<file path="src/rtl/core/gmig_pkg.sv">
// ----------------------------------------------------------------------------
// gmig_pkg
// Shared types, codes and step tables of the grid mesh index generator.
// ----------------------------------------------------------------------------
package gmig_pkg;

  localparam int unsigned ResBitsDef = 10;
  localparam int unsigned IdxW       = 20;
  localparam int unsigned CfgIdxW    = 2;
  localparam int unsigned StepW      = 4;
  localparam int unsigned DqDepth    = 2;
  localparam int unsigned OutDepth   = 4;

  localparam logic [CfgIdxW-1:0] CfgWidth  = 2'd0;
  localparam logic [CfgIdxW-1:0] CfgHeight = 2'd1;
  localparam logic [CfgIdxW-1:0] CfgMode   = 2'd2;

  typedef enum logic [1:0] {
    ModeQuad    = 2'd0,
    ModeTri     = 2'd1,
    ModeBezier  = 2'd2,
    ModeUnused  = 2'd3
  } mode_e;

  // offset codes: neighbour offsets -1, 0, +1, +2
  localparam logic [1:0] OffM1 = 2'd0;
  localparam logic [1:0] Off0  = 2'd1;
  localparam logic [1:0] OffP1 = 2'd2;
  localparam logic [1:0] OffP2 = 2'd3;

  typedef struct packed {
    logic  bad;
    mode_e mode;
  } cell_ctl_t;

  typedef struct packed {
    logic last;
    logic bad;
  } res_flags_t;

  // {row offset code, column offset code} for step k
  function automatic logic [3:0] step_offs(mode_e mode, logic [StepW-1:0] k);
    logic [3:0] offs;
    offs = {Off0, Off0};
    case (mode)
      ModeQuad: begin
        case (k)
          4'd1:    offs = {Off0, OffP1};
          4'd2:    offs = {OffP1, Off0};
          4'd3:    offs = {OffP1, OffP1};
          default: offs = {Off0, Off0};
        endcase
      end
      ModeTri: begin
        case (k)
          4'd1, 4'd3: offs = {OffP1, Off0};
          4'd2, 4'd5: offs = {Off0, OffP1};
          4'd4:       offs = {OffP1, OffP1};
          default:    offs = {Off0, Off0};
        endcase
      end
      ModeBezier: offs = k;
      default:    offs = {Off0, Off0};
    endcase
    return offs;
  endfunction

  function automatic logic step_last(cell_ctl_t ctl, logic [StepW-1:0] k);
    logic last;
    if (ctl.bad) begin
      last = 1'b1;
    end else begin
      case (ctl.mode)
        ModeQuad:   last = (k == 4'd3);
        ModeTri:    last = (k == 4'd5);
        ModeBezier: last = (k == 4'd15);
        default:    last = 1'b1;
      endcase
    end
    return last;
  endfunction

endpackage

</file>
<file path="src/rtl/core/gmig_front.sv">
// ----------------------------------------------------------------------------
// gmig_front
// Configuration registers, cell classification and the cell queue that
// decouples intake from index generation.
// ----------------------------------------------------------------------------
module gmig_front #(
  parameter int unsigned RES_BITS = gmig_pkg::ResBitsDef
) (
  input  logic                         clk_i,
  input  logic                         rst_ni,
  input  logic                         cfg_we_i,
  input  logic [gmig_pkg::CfgIdxW-1:0] cfg_idx_i,
  input  logic [RES_BITS-1:0]          cfg_data_i,
  input  logic                         push_i,
  output logic                         full_o,
  input  logic [RES_BITS-1:0]          cell_col_i,
  input  logic [RES_BITS-1:0]          cell_row_i,
  output logic [RES_BITS-1:0]          width_o,
  output logic [RES_BITS-1:0]          height_o,
  output logic                         cq_valid_o,
  output logic [RES_BITS-1:0]          cq_col_o,
  output logic [RES_BITS-1:0]          cq_row_o,
  output gmig_pkg::cell_ctl_t          cq_ctl_o,
  input  logic                         cq_pop_i
);
  import gmig_pkg::*;

  localparam int unsigned PtrW = $clog2(DqDepth);
  localparam int unsigned CntW = $clog2(DqDepth + 1);

  logic [RES_BITS-1:0] width_q, height_q;
  mode_e               mode_q;

  logic [RES_BITS-1:0] col_mem [DqDepth];
  logic [RES_BITS-1:0] row_mem [DqDepth];
  cell_ctl_t           ctl_mem [DqDepth];

  logic [PtrW-1:0] wr_ptr_q, wr_ptr_d, rd_ptr_q, rd_ptr_d;
  logic [CntW-1:0] cnt_q, cnt_d;

  logic      accept, enq;
  cell_ctl_t ctl_in;

  always_ff @(posedge clk_i or negedge rst_ni) begin
    if (!rst_ni) begin
      width_q  <= RES_BITS'(1);
      height_q <= RES_BITS'(1);
      mode_q   <= ModeQuad;
    end else if (cfg_we_i) begin
      case (cfg_idx_i)
        CfgWidth:  width_q  <= cfg_data_i;
        CfgHeight: height_q <= cfg_data_i;
        CfgMode:   mode_q   <= mode_e'(cfg_data_i[1:0]);
        default:   ;
      endcase
    end
  end

  assign full_o = (cnt_q == CntW'(DqDepth));
  assign accept = push_i && !full_o;

  // zero-sized grids fall out of the compares: nothing is below zero
  assign ctl_in.bad  = (cell_col_i >= width_q) || (cell_row_i >= height_q);
  assign ctl_in.mode = mode_q;
  // unused mode on a good cell yields nothing, so it is never queued
  assign enq = accept && (ctl_in.bad || (mode_q != ModeUnused));

  always_comb begin
    wr_ptr_d = wr_ptr_q;
    rd_ptr_d = rd_ptr_q;
    cnt_d    = cnt_q;
    if (enq) begin
      wr_ptr_d = (wr_ptr_q == PtrW'(DqDepth - 1)) ? '0 : wr_ptr_q + 1'b1;
    end
    if (cq_pop_i) begin
      rd_ptr_d = (rd_ptr_q == PtrW'(DqDepth - 1)) ? '0 : rd_ptr_q + 1'b1;
    end
    case ({enq, cq_pop_i})
      2'b10:   cnt_d = cnt_q + 1'b1;
      2'b01:   cnt_d = cnt_q - 1'b1;
      default: cnt_d = cnt_q;
    endcase
  end

  always_ff @(posedge clk_i or negedge rst_ni) begin
    if (!rst_ni) begin
      wr_ptr_q <= '0;
      rd_ptr_q <= '0;
      cnt_q    <= '0;
    end else begin
      wr_ptr_q <= wr_ptr_d;
      rd_ptr_q <= rd_ptr_d;
      cnt_q    <= cnt_d;
    end
  end

  always_ff @(posedge clk_i) begin
    if (enq) begin
      col_mem[wr_ptr_q] <= cell_col_i;
      row_mem[wr_ptr_q] <= cell_row_i;
      ctl_mem[wr_ptr_q] <= ctl_in;
    end
  end

  assign width_o    = width_q;
  assign height_o   = height_q;
  assign cq_valid_o = (cnt_q != '0);
  assign cq_col_o   = col_mem[rd_ptr_q];
  assign cq_row_o   = row_mem[rd_ptr_q];
  assign cq_ctl_o   = ctl_mem[rd_ptr_q];

endmodule

</file>
<file path="src/rtl/core/gmig_back.sv">
// ----------------------------------------------------------------------------
// gmig_back
// Step sequencer: walks the queued cell one vertex per cycle and registers
// the clamped vertex row and column.
// ----------------------------------------------------------------------------
module gmig_back #(
  parameter int unsigned RES_BITS = gmig_pkg::ResBitsDef
) (
  input  logic                 clk_i,
  input  logic                 rst_ni,
  input  logic [RES_BITS-1:0]  width_i,
  input  logic [RES_BITS-1:0]  height_i,
  input  logic                 cq_valid_i,
  input  logic [RES_BITS-1:0]  cq_col_i,
  input  logic [RES_BITS-1:0]  cq_row_i,
  input  gmig_pkg::cell_ctl_t  cq_ctl_i,
  output logic                 cq_pop_o,
  input  logic                 room_i,
  output logic                 vtx_valid_o,
  output logic [RES_BITS-1:0]  vtx_row_o,
  output logic [RES_BITS-1:0]  vtx_col_o,
  output gmig_pkg::res_flags_t vtx_flags_o
);
  import gmig_pkg::*;

  function automatic logic [RES_BITS-1:0] clamp_off(logic [RES_BITS-1:0] base,
                                                    logic [1:0]          code,
                                                    logic [RES_BITS-1:0] top);
    logic [RES_BITS:0]   sum;
    logic [RES_BITS-1:0] res;
    sum = {1'b0, base} + (RES_BITS + 1)'(code) - (RES_BITS + 1)'(1);
    if (code == OffM1) begin
      res = (base == '0) ? '0 : base - 1'b1;
    end else if (sum > {1'b0, top}) begin
      res = top;
    end else begin
      res = sum[RES_BITS-1:0];
    end
    return res;
  endfunction

  logic [StepW-1:0]    k_q, k_d;
  logic                issue, last;
  logic [3:0]          offs;
  logic [RES_BITS-1:0] row_c, col_c;

  logic                 v_q;
  logic [RES_BITS-1:0]  row_q, col_q;
  res_flags_t           flags_q;

  assign issue = cq_valid_i && room_i;
  assign last  = step_last(cq_ctl_i, k_q);
  assign offs  = step_offs(cq_ctl_i.mode, k_q);

  always_comb begin
    if (cq_ctl_i.bad) begin
      row_c = '0;
      col_c = '0;
    end else begin
      row_c = clamp_off(cq_row_i, offs[3:2], height_i);
      col_c = clamp_off(cq_col_i, offs[1:0], width_i);
    end
  end

  always_comb begin
    k_d = k_q;
    if (issue) begin
      k_d = last ? '0 : k_q + 1'b1;
    end
  end

  assign cq_pop_o = issue && last;

  always_ff @(posedge clk_i or negedge rst_ni) begin
    if (!rst_ni) begin
      k_q <= '0;
      v_q <= 1'b0;
    end else begin
      k_q <= k_d;
      v_q <= issue;
    end
  end

  always_ff @(posedge clk_i) begin
    if (issue) begin
      row_q        <= row_c;
      col_q        <= col_c;
      flags_q.last <= last;
      flags_q.bad  <= cq_ctl_i.bad;
    end
  end

  assign vtx_valid_o = v_q;
  assign vtx_row_o   = row_q;
  assign vtx_col_o   = col_q;
  assign vtx_flags_o = flags_q;

endmodule

</file>
<file path="src/rtl/core/gmig_outq.sv">
// ----------------------------------------------------------------------------
// gmig_outq
// Row-major index multiply-add and the result queue. Space is reserved for
// the vertex in flight, so the sequencer never overruns the queue.
// ----------------------------------------------------------------------------
module gmig_outq #(
  parameter int unsigned RES_BITS = gmig_pkg::ResBitsDef
) (
  input  logic                        clk_i,
  input  logic                        rst_ni,
  input  logic [RES_BITS-1:0]         width_i,
  input  logic                        vtx_valid_i,
  input  logic [RES_BITS-1:0]         vtx_row_i,
  input  logic [RES_BITS-1:0]         vtx_col_i,
  input  gmig_pkg::res_flags_t        vtx_flags_i,
  output logic                        room_o,
  output logic                        empty_o,
  input  logic                        pop_i,
  output logic [gmig_pkg::IdxW-1:0]   vertex_index_o,
  output logic                        last_of_cell_o,
  output logic                        bad_cell_o
);
  import gmig_pkg::*;

  localparam int unsigned PtrW = $clog2(OutDepth);
  localparam int unsigned CntW = $clog2(OutDepth + 1);
  localparam int unsigned PW   = 2 * RES_BITS + 1;
  localparam int unsigned EW   = (PW > IdxW) ? PW : IdxW;

  logic [IdxW-1:0] idx_mem   [OutDepth];
  res_flags_t      flags_mem [OutDepth];

  logic [PtrW-1:0] wr_ptr_q, rd_ptr_q;
  logic [CntW-1:0] cnt_q, cnt_d;
  logic            rd;

  logic [RES_BITS:0] pitch;
  logic [PW-1:0]     lin;
  logic [EW-1:0]     lin_ext;

  assign pitch   = {1'b0, width_i} + 1'b1;
  assign lin     = PW'(vtx_row_i) * PW'(pitch) + PW'(vtx_col_i);
  assign lin_ext = EW'(lin);

  assign empty_o = (cnt_q == '0);
  assign rd      = pop_i && !empty_o;
  assign room_o  = ((CntW + 1)'(cnt_q) + (CntW + 1)'(vtx_valid_i)) < (CntW + 1)'(OutDepth);

  always_comb begin
    case ({vtx_valid_i, rd})
      2'b10:   cnt_d = cnt_q + 1'b1;
      2'b01:   cnt_d = cnt_q - 1'b1;
      default: cnt_d = cnt_q;
    endcase
  end

  always_ff @(posedge clk_i or negedge rst_ni) begin
    if (!rst_ni) begin
      wr_ptr_q <= '0;
      rd_ptr_q <= '0;
      cnt_q    <= '0;
    end else begin
      cnt_q <= cnt_d;
      if (vtx_valid_i) begin
        wr_ptr_q <= (wr_ptr_q == PtrW'(OutDepth - 1)) ? '0 : wr_ptr_q + 1'b1;
      end
      if (rd) begin
        rd_ptr_q <= (rd_ptr_q == PtrW'(OutDepth - 1)) ? '0 : rd_ptr_q + 1'b1;
      end
    end
  end

  always_ff @(posedge clk_i) begin
    if (vtx_valid_i) begin
      idx_mem[wr_ptr_q]   <= lin_ext[IdxW-1:0];
      flags_mem[wr_ptr_q] <= vtx_flags_i;
    end
  end

  assign vertex_index_o = idx_mem[rd_ptr_q];
  assign last_of_cell_o = flags_mem[rd_ptr_q].last;
  assign bad_cell_o     = flags_mem[rd_ptr_q].bad;

endmodule

</file>
<file path="src/rtl/core/grid_mesh_index_generator.sv">
// ----------------------------------------------------------------------------
// grid_mesh_index_generator
// Emits the row-major vertex indices of one grid cell per input item.
// ----------------------------------------------------------------------------
// Usage:
//   Cells enter through a queue-style port: a transfer happens when push_i
//   is high and full_o low. Indices leave through a second queue: while
//   empty_o is low the oldest index is on the result ports, and pop_i takes
//   it. last_of_cell_o marks the final index of a cell; a cell outside the
//   grid gives a single index of zero with bad_cell_o set.
//   Configuration (width, height, mode) is written through cfg_we_i,
//   cfg_idx_i and cfg_data_i while the block is idle.
//   A cell passes the cell queue and the vertex register into the result queue.
//   Throughput: one index per cycle while the result queue has room, set by
//   the step sequencer and the single multiply-add; a cell gives 4 (quad),
//   6 (triangles), 16 (smooth bezier) or 1 (outside the grid) indices. A
//   two-entry cell queue lets new cells enter while earlier ones are being
//   expanded.
//   Reset empties both queues and loads a 1 x 1 grid in quad mode.
//   A stalled receiver fills the four-entry result queue; the sequencer
//   then halts and the cell queue backs up into full_o.
// ----------------------------------------------------------------------------
module grid_mesh_index_generator #(
  parameter int unsigned RES_BITS = gmig_pkg::ResBitsDef
) (
  input  logic                        clk_i,
  input  logic                        rst_ni,
  input  logic                        cfg_we_i,
  input  logic [gmig_pkg::CfgIdxW-1:0] cfg_idx_i,
  input  logic [RES_BITS-1:0]         cfg_data_i,
  input  logic                        push_i,
  output logic                        full_o,
  input  logic [RES_BITS-1:0]         cell_col_i,
  input  logic [RES_BITS-1:0]         cell_row_i,
  output logic                        empty_o,
  input  logic                        pop_i,
  output logic [gmig_pkg::IdxW-1:0]   vertex_index_o,
  output logic                        last_of_cell_o,
  output logic                        bad_cell_o
);
  import gmig_pkg::*;

  logic [RES_BITS-1:0] width, height;
  logic                cq_valid, cq_pop;
  logic [RES_BITS-1:0] cq_col, cq_row;
  cell_ctl_t           cq_ctl;
  logic                room, vtx_valid;
  logic [RES_BITS-1:0] vtx_row, vtx_col;
  res_flags_t          vtx_flags;

  gmig_front #(.RES_BITS(RES_BITS)) u_front (
    .clk_i      (clk_i),
    .rst_ni     (rst_ni),
    .cfg_we_i   (cfg_we_i),
    .cfg_idx_i  (cfg_idx_i),
    .cfg_data_i (cfg_data_i),
    .push_i     (push_i),
    .full_o     (full_o),
    .cell_col_i (cell_col_i),
    .cell_row_i (cell_row_i),
    .width_o    (width),
    .height_o   (height),
    .cq_valid_o (cq_valid),
    .cq_col_o   (cq_col),
    .cq_row_o   (cq_row),
    .cq_ctl_o   (cq_ctl),
    .cq_pop_i   (cq_pop)
  );

  gmig_back #(.RES_BITS(RES_BITS)) u_back (
    .clk_i       (clk_i),
    .rst_ni      (rst_ni),
    .width_i     (width),
    .height_i    (height),
    .cq_valid_i  (cq_valid),
    .cq_col_i    (cq_col),
    .cq_row_i    (cq_row),
    .cq_ctl_i    (cq_ctl),
    .cq_pop_o    (cq_pop),
    .room_i      (room),
    .vtx_valid_o (vtx_valid),
    .vtx_row_o   (vtx_row),
    .vtx_col_o   (vtx_col),
    .vtx_flags_o (vtx_flags)
  );

  gmig_outq #(.RES_BITS(RES_BITS)) u_outq (
    .clk_i          (clk_i),
    .rst_ni         (rst_ni),
    .width_i        (width),
    .vtx_valid_i    (vtx_valid),
    .vtx_row_i      (vtx_row),
    .vtx_col_i      (vtx_col),
    .vtx_flags_i    (vtx_flags),
    .room_o         (room),
    .empty_o        (empty_o),
    .pop_i          (pop_i),
    .vertex_index_o (vertex_index_o),
    .last_of_cell_o (last_of_cell_o),
    .bad_cell_o     (bad_cell_o)
  );

endmodule

</file>
<file path="config.mk">
export PLATFORM = sky130hd
export DESIGN_NAME = grid_mesh_index_generator
export DESIGN_NICKNAME = d
export VERILOG_FILES = /design/src/rtl/core/gmig_pkg.sv /design/src/rtl/core/gmig_front.sv /design/src/rtl/core/gmig_back.sv /design/src/rtl/core/gmig_outq.sv /design/src/rtl/core/grid_mesh_index_generator.sv
export SDC_FILE = /design/constraint.sdc
export NUM_CORES = 1
export LEC_CHECK = 0
export ABC_AREA = 1
export BUFFER_PORTS_ARGS = -buffer_cell sky130_fd_sc_hd__clkbuf_2
export CORE_AREA = 2 2 163 165
export CTS_CLUSTER_SIZE = 40
export DETAILED_ROUTE_END_ITERATION = 8
export DIE_AREA = 0 0 165 167
export GPL_TIMING_DRIVEN = 0
export PLACE_DENSITY_LB_ADDON = 0.15
export SLEW_MARGIN = 15
export SYNTH_ARGS = -nofsm -noshare
export SYNTH_HDL_FRONTEND = slang
export SYNTH_HIERARCHICAL = 1
export SYNTH_SLANG_ARGS = --single-unit
</file>
<file path="constraint.sdc">
create_clock -name clk_i -period 8.55 [get_ports clk_i]
set_clock_uncertainty 0.1 [all_clocks]
set_input_delay 0.855 -clock clk_i [delete_from_list [all_inputs] [get_ports clk_i]]
set_output_delay 0.855 -clock clk_i [all_outputs]
set_load 0.05 [all_outputs]
</file>
# Word-level counts from Yosys, hierarchy flattened
# Memories as Yosys holds them, arrays and structs flattened.
# Cells that the tools add are included.
[totals]
register_bits = 60
ramBits = 134
out_inout_bits = 24
elab_cells = 108
mem_count = 5
[op_classes]
n_addsub = 18
n_mul = 1
n_lt_le_gt_ge = 5
n_eq_ne = 18
n_mux = 22
reduce_logical = 24
[memory_table]
columns = ["memory", "depth", "width", "rd", "rd_clocked_by_memory_dff", "wr", "line_no", "text"]
rows = [
  ["u_outq.idx_mem", 4, 20, 1, 0, 1, "gmig_outq.sv:30", "logic [IdxW-1:0] idx_mem [OutDepth];"],
  ["u_front.col_mem", 2, 10, 1, 0, 1, "gmig_front.sv:34", "logic [RES_BITS-1:0] col_mem [DqDepth];"],
  ["u_front.row_mem", 2, 10, 1, 0, 1, "gmig_front.sv:35", "logic [RES_BITS-1:0] row_mem [DqDepth];"],
  ["u_outq.flags_mem", 4, 2, 1, 0, 1, "gmig_outq.sv:31", "res_flags_t flags_mem [OutDepth];"],
  ["u_front.ctl_mem", 2, 3, 1, 0, 1, "gmig_front.sv:36", "cell_ctl_t ctl_mem [DqDepth];"],
]
[op_table]
columns = ["op", "count"]
rows = [
  ["10-bit two-way mux", 6],
  ["4-bit case mux with 3 select lines", 3],
  ["10-bit by 2-bit adder with 11-bit output", 2],
  ["11-bit by 10-bit > comparator with 1-bit output", 2],
  ["11-bit by 1-bit subtractor with 11-bit output (second input constant)", 2],
  ["20-bit by 10-bit adder with 20-bit output", 1],
  ["10-bit greater-or-equal comparator", 2],
  ["10-bit logical NOT", 2],
  ["10-bit by 11-bit multiplier with 20-bit output", 1],
  ["10-bit by 1-bit subtractor with 10-bit output (second input constant)", 2],
  ["2-bit == test (second input constant)", 7],
  ["10-bit by 1-bit adder with 11-bit output (second input constant)", 1],
  ["2-bit by 1-bit == test with 1-bit output (second input constant)", 4],
  ["4-bit by 2-bit == test with 1-bit output (second input constant)", 2],
  ["4-bit by 3-bit == test with 1-bit output (second input constant)", 2],
  ["2-bit logical NOT", 4],
  ["1-bit two-way mux", 7],
  ["2-bit by 1-bit adder with 2-bit output (second input constant)", 3],
  ["3-bit case mux with 2 select lines", 1],
  ["2-bit AND reduction", 3],
  ["2-bit nonzero test", 3],
  ["1-bit logical AND", 5],
  ["3-bit by 1-bit adder with 4-bit output", 1],
  ["4-bit by 1-bit adder with 4-bit output (second input constant)", 1],
  ["16 further kinds", 21],
]

# Depth between registers and ports, before layout
[logic_depth]
word_depth = 9
mapped_depth = 30

# Cells and area by module
# Netlist, hierarchy kept.
[modules_own_cells]
columns = ["module", "n_inst", "cells_per_inst", "area_per_inst_um2"]
rows = [
  ["gmig_outq", 1, 838, 7823.8],
  ["gmig_back", 1, 529, 3662.3],
  ["gmig_front", 1, 281, 3281.9],
]

# Worst setup path before layout
# OpenSTA, ideal clock, no wires.
[synth_timing]
path_type = "flip-flop to flip-flop"
startpoint = "reg u_front.width_q[0] (netlist: u_front/width_o[0])"
endpoint = "mem u_outq.idx_mem[0][17] (data pin)"
setup_ns = 0.265
arrival_ns = 5.206
required_ns = 8.185
path_slack_ns = 2.979
path_stages_with_launch = 26
path_buffers = 0
synth_period_minus_slack_ns = 5.571
path_cell_list = "dfstp_2 -> ha_1 -> nand3_2 -> nor2_4 -> nand2_1 -> o21ai_1 -> nand2_2 -> inv_2 -> nand2_1 -> fa_1 -> inv_1 -> fa_1 -> fa_1 -> fa_1 -> inv_1 -> fa_1 -> inv_1 -> ha_1 -> nand2_1 -> inv_1 -> a21oi_1 -> nor2_1 -> nor3_1 -> nand2_1 -> nand2_1 -> nand2_1"
[synth_via]
elab_chain_len = 3
[synth_rtl]
columns = ["item", "line_no", "text"]
rows = [
  ["start, declared", "gmig_front.sv:31", "logic [RES_BITS-1:0] width_q, height_q;"],
  ["start signal, assigned", "gmig_front.sv:51", "CfgWidth: width_q <= cfg_data_i;"],
  ["10-bit by 1-bit adder with 11-bit output", "gmig_outq.sv:41", "assign pitch = {1'b0, width_i} + 1'b1;"],
  ["10-bit by 11-bit multiplier with 20-bit output", "gmig_outq.sv:42", "assign lin = PW'(vtx_row_i) * PW'(pitch) + PW'(vtx_col_i);"],
  ["20-bit by 10-bit adder with 20-bit output", "gmig_outq.sv:42", ""],
  ["named net u_outq.lin[17]", "gmig_outq.sv:38", "logic [PW-1:0] lin;"],
  ["end, declared", "gmig_outq.sv:30", ""],
]
# The timed path passes the listed nets, and every way through them passes these cells.

# Worst setup path in the final report
[layout_timing]
startpoint = "reg u_front.width_q[0] (netlist: u_front/width_o[0])"
endpoint = "mem u_outq.idx_mem[2][19] (data pin)"
# Same word-level chain as after synthesis.

==> metrics.yaml <==
outcome:
  status: "completed"
global_route:
  busiest_layer: "met2"
  grt_antenna_before_repair: 0
  grt_pass1_vias: 11207
  grt_pass1_wl_um: 54300
  overflow: 0
  grt_max_degree: 39
  grtUsageTotal_pct: 25.0
  grt.met2_usage_pct: 44.7
  grtUsageMet1_pct: 31.5
  grt_use_met3_pct: 3.34
cts:
  cts_sinks: 194
  hold_buffers: 0
  cts_max_level: 4
  cts_tree: "yes"
  cts-root-buf: "clkbuf_16"
  path_clk_slew_ps: 90
  cts-resized-gates: 0
  clock_latency_ps: 440
  post_cts_buffers: 0
  clock_path_buffers: 2
  cts_buffers: 17
yosys:
  syn_area_per_cell_um2: 8.96
  synth_area_um2: 14800
  synth_cells: 1648
  synth_top_area_share_pct: 31.7
  synth_seq_area_share_pct: 38.2
  synth_enable_flop_cells: 156
  synthArstFlopShare_pct: 19.6
  synth_cell_types: 45
  ys_seq_elements: 194
  synth_nets: 1914
  netlist_top_cells_area: "edfxtp_1 32%, ha_1 12%, fa_1 11%"
  synth_warnings: 6
  yosysTopAreaCell: "edfxtp_1"
  synthFlopType: "edfxtp_1"
sta:
  max_freq_mhz: 156
  min_period_ps: 6420
  worst_pin_slew_ps: 1050
  relSlewSlack_pct: 30.1
  min_period_over_period_pct: 75.1
  slew_violations: 0
  rsz0062_at_grt: "false"
  setup-violations-final: 0
  fin_setup_tns_ps: 0
  final-hold-violation-count: 0
placed_design:
  dp_hpwl_um: 25600
  dpl_cell_area_um2: 15500
  portBuffers: 60
  globalplace.congestion: 0.930
min_path:
  hold_path_depth: 2
  hold_class: "reg2reg"
drt:
  dr.pass1.iters: 5
  remaining_drc_errors: 0
  drt_iter0_drc: 681
  routed_wl_um: 33100
  antenna_left: 0
  vias: 11084
  via_per_inst: 5.34
  wire_per_inst_um: 16.0
critical_path:
  r2r_cells: 20
  arrival_ps: 6460
  end_kind: "register"
  critPathKind: "reg2reg"
  cp_slowest_cell: "dfstp_2"
  crit_chain: "ha_1 -> xor2_1 -> inv_1 -> nor2_1 -> fa_1 -> fa_1 -> fa_1 -> fa_1 -> inv_1 -> fa_1 -> inv_1 -> ha_1 -> nand2_1 -> nor2_1 -> nand2_1 -> nand3b_1 -> inv_1 -> nor2_1 -> nand2_1 -> nand2_1"
  worstPathRequired_ps: 8590
  startpoint_type: "register"
  max_stage_delay_ps: 670
  crit_fanout: 7
  cp_common_cell: "fa_1"
layout:
  drive_above_1_share_pct: 9.94
  final_cell_mix: "309 x inv_1, 301 x nand2_1, 163 x nor2_1"
  area_growth_pct: 9.42
  final_nets: 1993
  design_area_um2: 16200
  antennaDiodeCount: 0
  final_common_cell: "inv_1"
die:
  start_util_pct: 57.3
  core-area_um2: 25800
  die_x_um: 165
  die_area_um2: 27600
  dieHeight_um: 167
  rows: 59
  io_pins: 61
flow_run:
  drv_cap: 0
layer usage:
metal | share of wire, % | wire length, um
met2 | 51 | 16800
met5 | 0 | 0
met1 | 43 | 14400
met3 | 3.5 | 1170
met4 | 2.4 | 788
synthesized netlist by cell type, drive strengths merged (25+ instances only):
master	count
inv	317
nand2	312
nor2	173
edfxtp	156
ha	147
o21ai	95
nand3	92
fa	82
a21oi	60
dfrtp	36
xor2	30
clkbuf	25
critical path: cells and delay by family (launching register included):
family,cells,cell delay (ps)
buf+inv,4,450
fa+ha+maj,7,3300
flops,1,670
xor+xnor,1,480
simple gates,8,1100
stage by stage:
step | hold WS, ps | setup slack [ps] | utilization [%] | cells
detailed placement | 377 | 2220 | 60.1 | 2043
finish | 396 | 2130 | 62.7 | 2075
floorplan | 359 | 2980 | - | 1648
CTS | 401 | 2130 | 62.7 | 2075
global placement | 368 | 2300 | 60.1 | 2043
global route | 420 | 1740 | 62.7 | 2075
cell type report:
type / instances / area, um^2
Clock buffer: 17 / 425
Timing Repair Buffer: 60 / 300
Buffer: 36 / 155
Clock inverter: 15 / 239
Tap cell: 335 / 419
Inverter: 319 / 1200
Fill cell: 2176 / 9600
Sequential cell: 194 / 5640
Multi-Input combinational cell: 1099 / 7780
path summary, 6_finish.rpt:
kind	slack, ps	end	from
min in group asynchronous	480	u_front/wr_ptr_q	rst_ni
max	2130	u_outq/idx_mem[2][19]	u_front/width_o[0]
min reg2reg	400	u_front/wr_ptr_q	u_front/wr_ptr_q
min	400	u_front/wr_ptr_q	u_front/wr_ptr_q
max reg2reg	2130	u_outq/idx_mem[2][19]	u_front/width_o[0]
max in group asynchronous	7230	u_front/width_o[7]	rst_ni
sequential cells by signal, indices dropped and copies added (netlist names):
register	cells
u_outq/idx_mem	80
u_front/col_mem	20
u_front/row_mem	20
u_back/vtx_col_o	10
u_back/vtx_row_o	10
u_front/height_o	10
u_front/width_o	10
u_outq/flags_mem	8
u_front/ctl_mem	6
u_back/k_q	4
u_outq/cnt_q	3
u_back/vtx_flags_o	2
u_front/cnt_q	2
u_front/mode_q	2
u_outq/rd_ptr_q	2
u_outq/wr_ptr_q	2
u_back/vtx_valid_o	1
u_front/rd_ptr_q	1
u_front/wr_ptr_q	1
cells by family after synthesis:
logic type / after synthesis / share of synthesized area (%)
buf+inv: 355 / 9.16
mux: 23 / 1.75
compound gates: 198 / 7.51
fa+ha+maj: 229 / 23.6
flops: 194 / 38.2
simple gates: 612 / 17.6
xor+xnor: 37 / 2.25
Power is not shown: default switching activity piles up to over one toggle a cycle in this logic, so the estimate is an artifact.
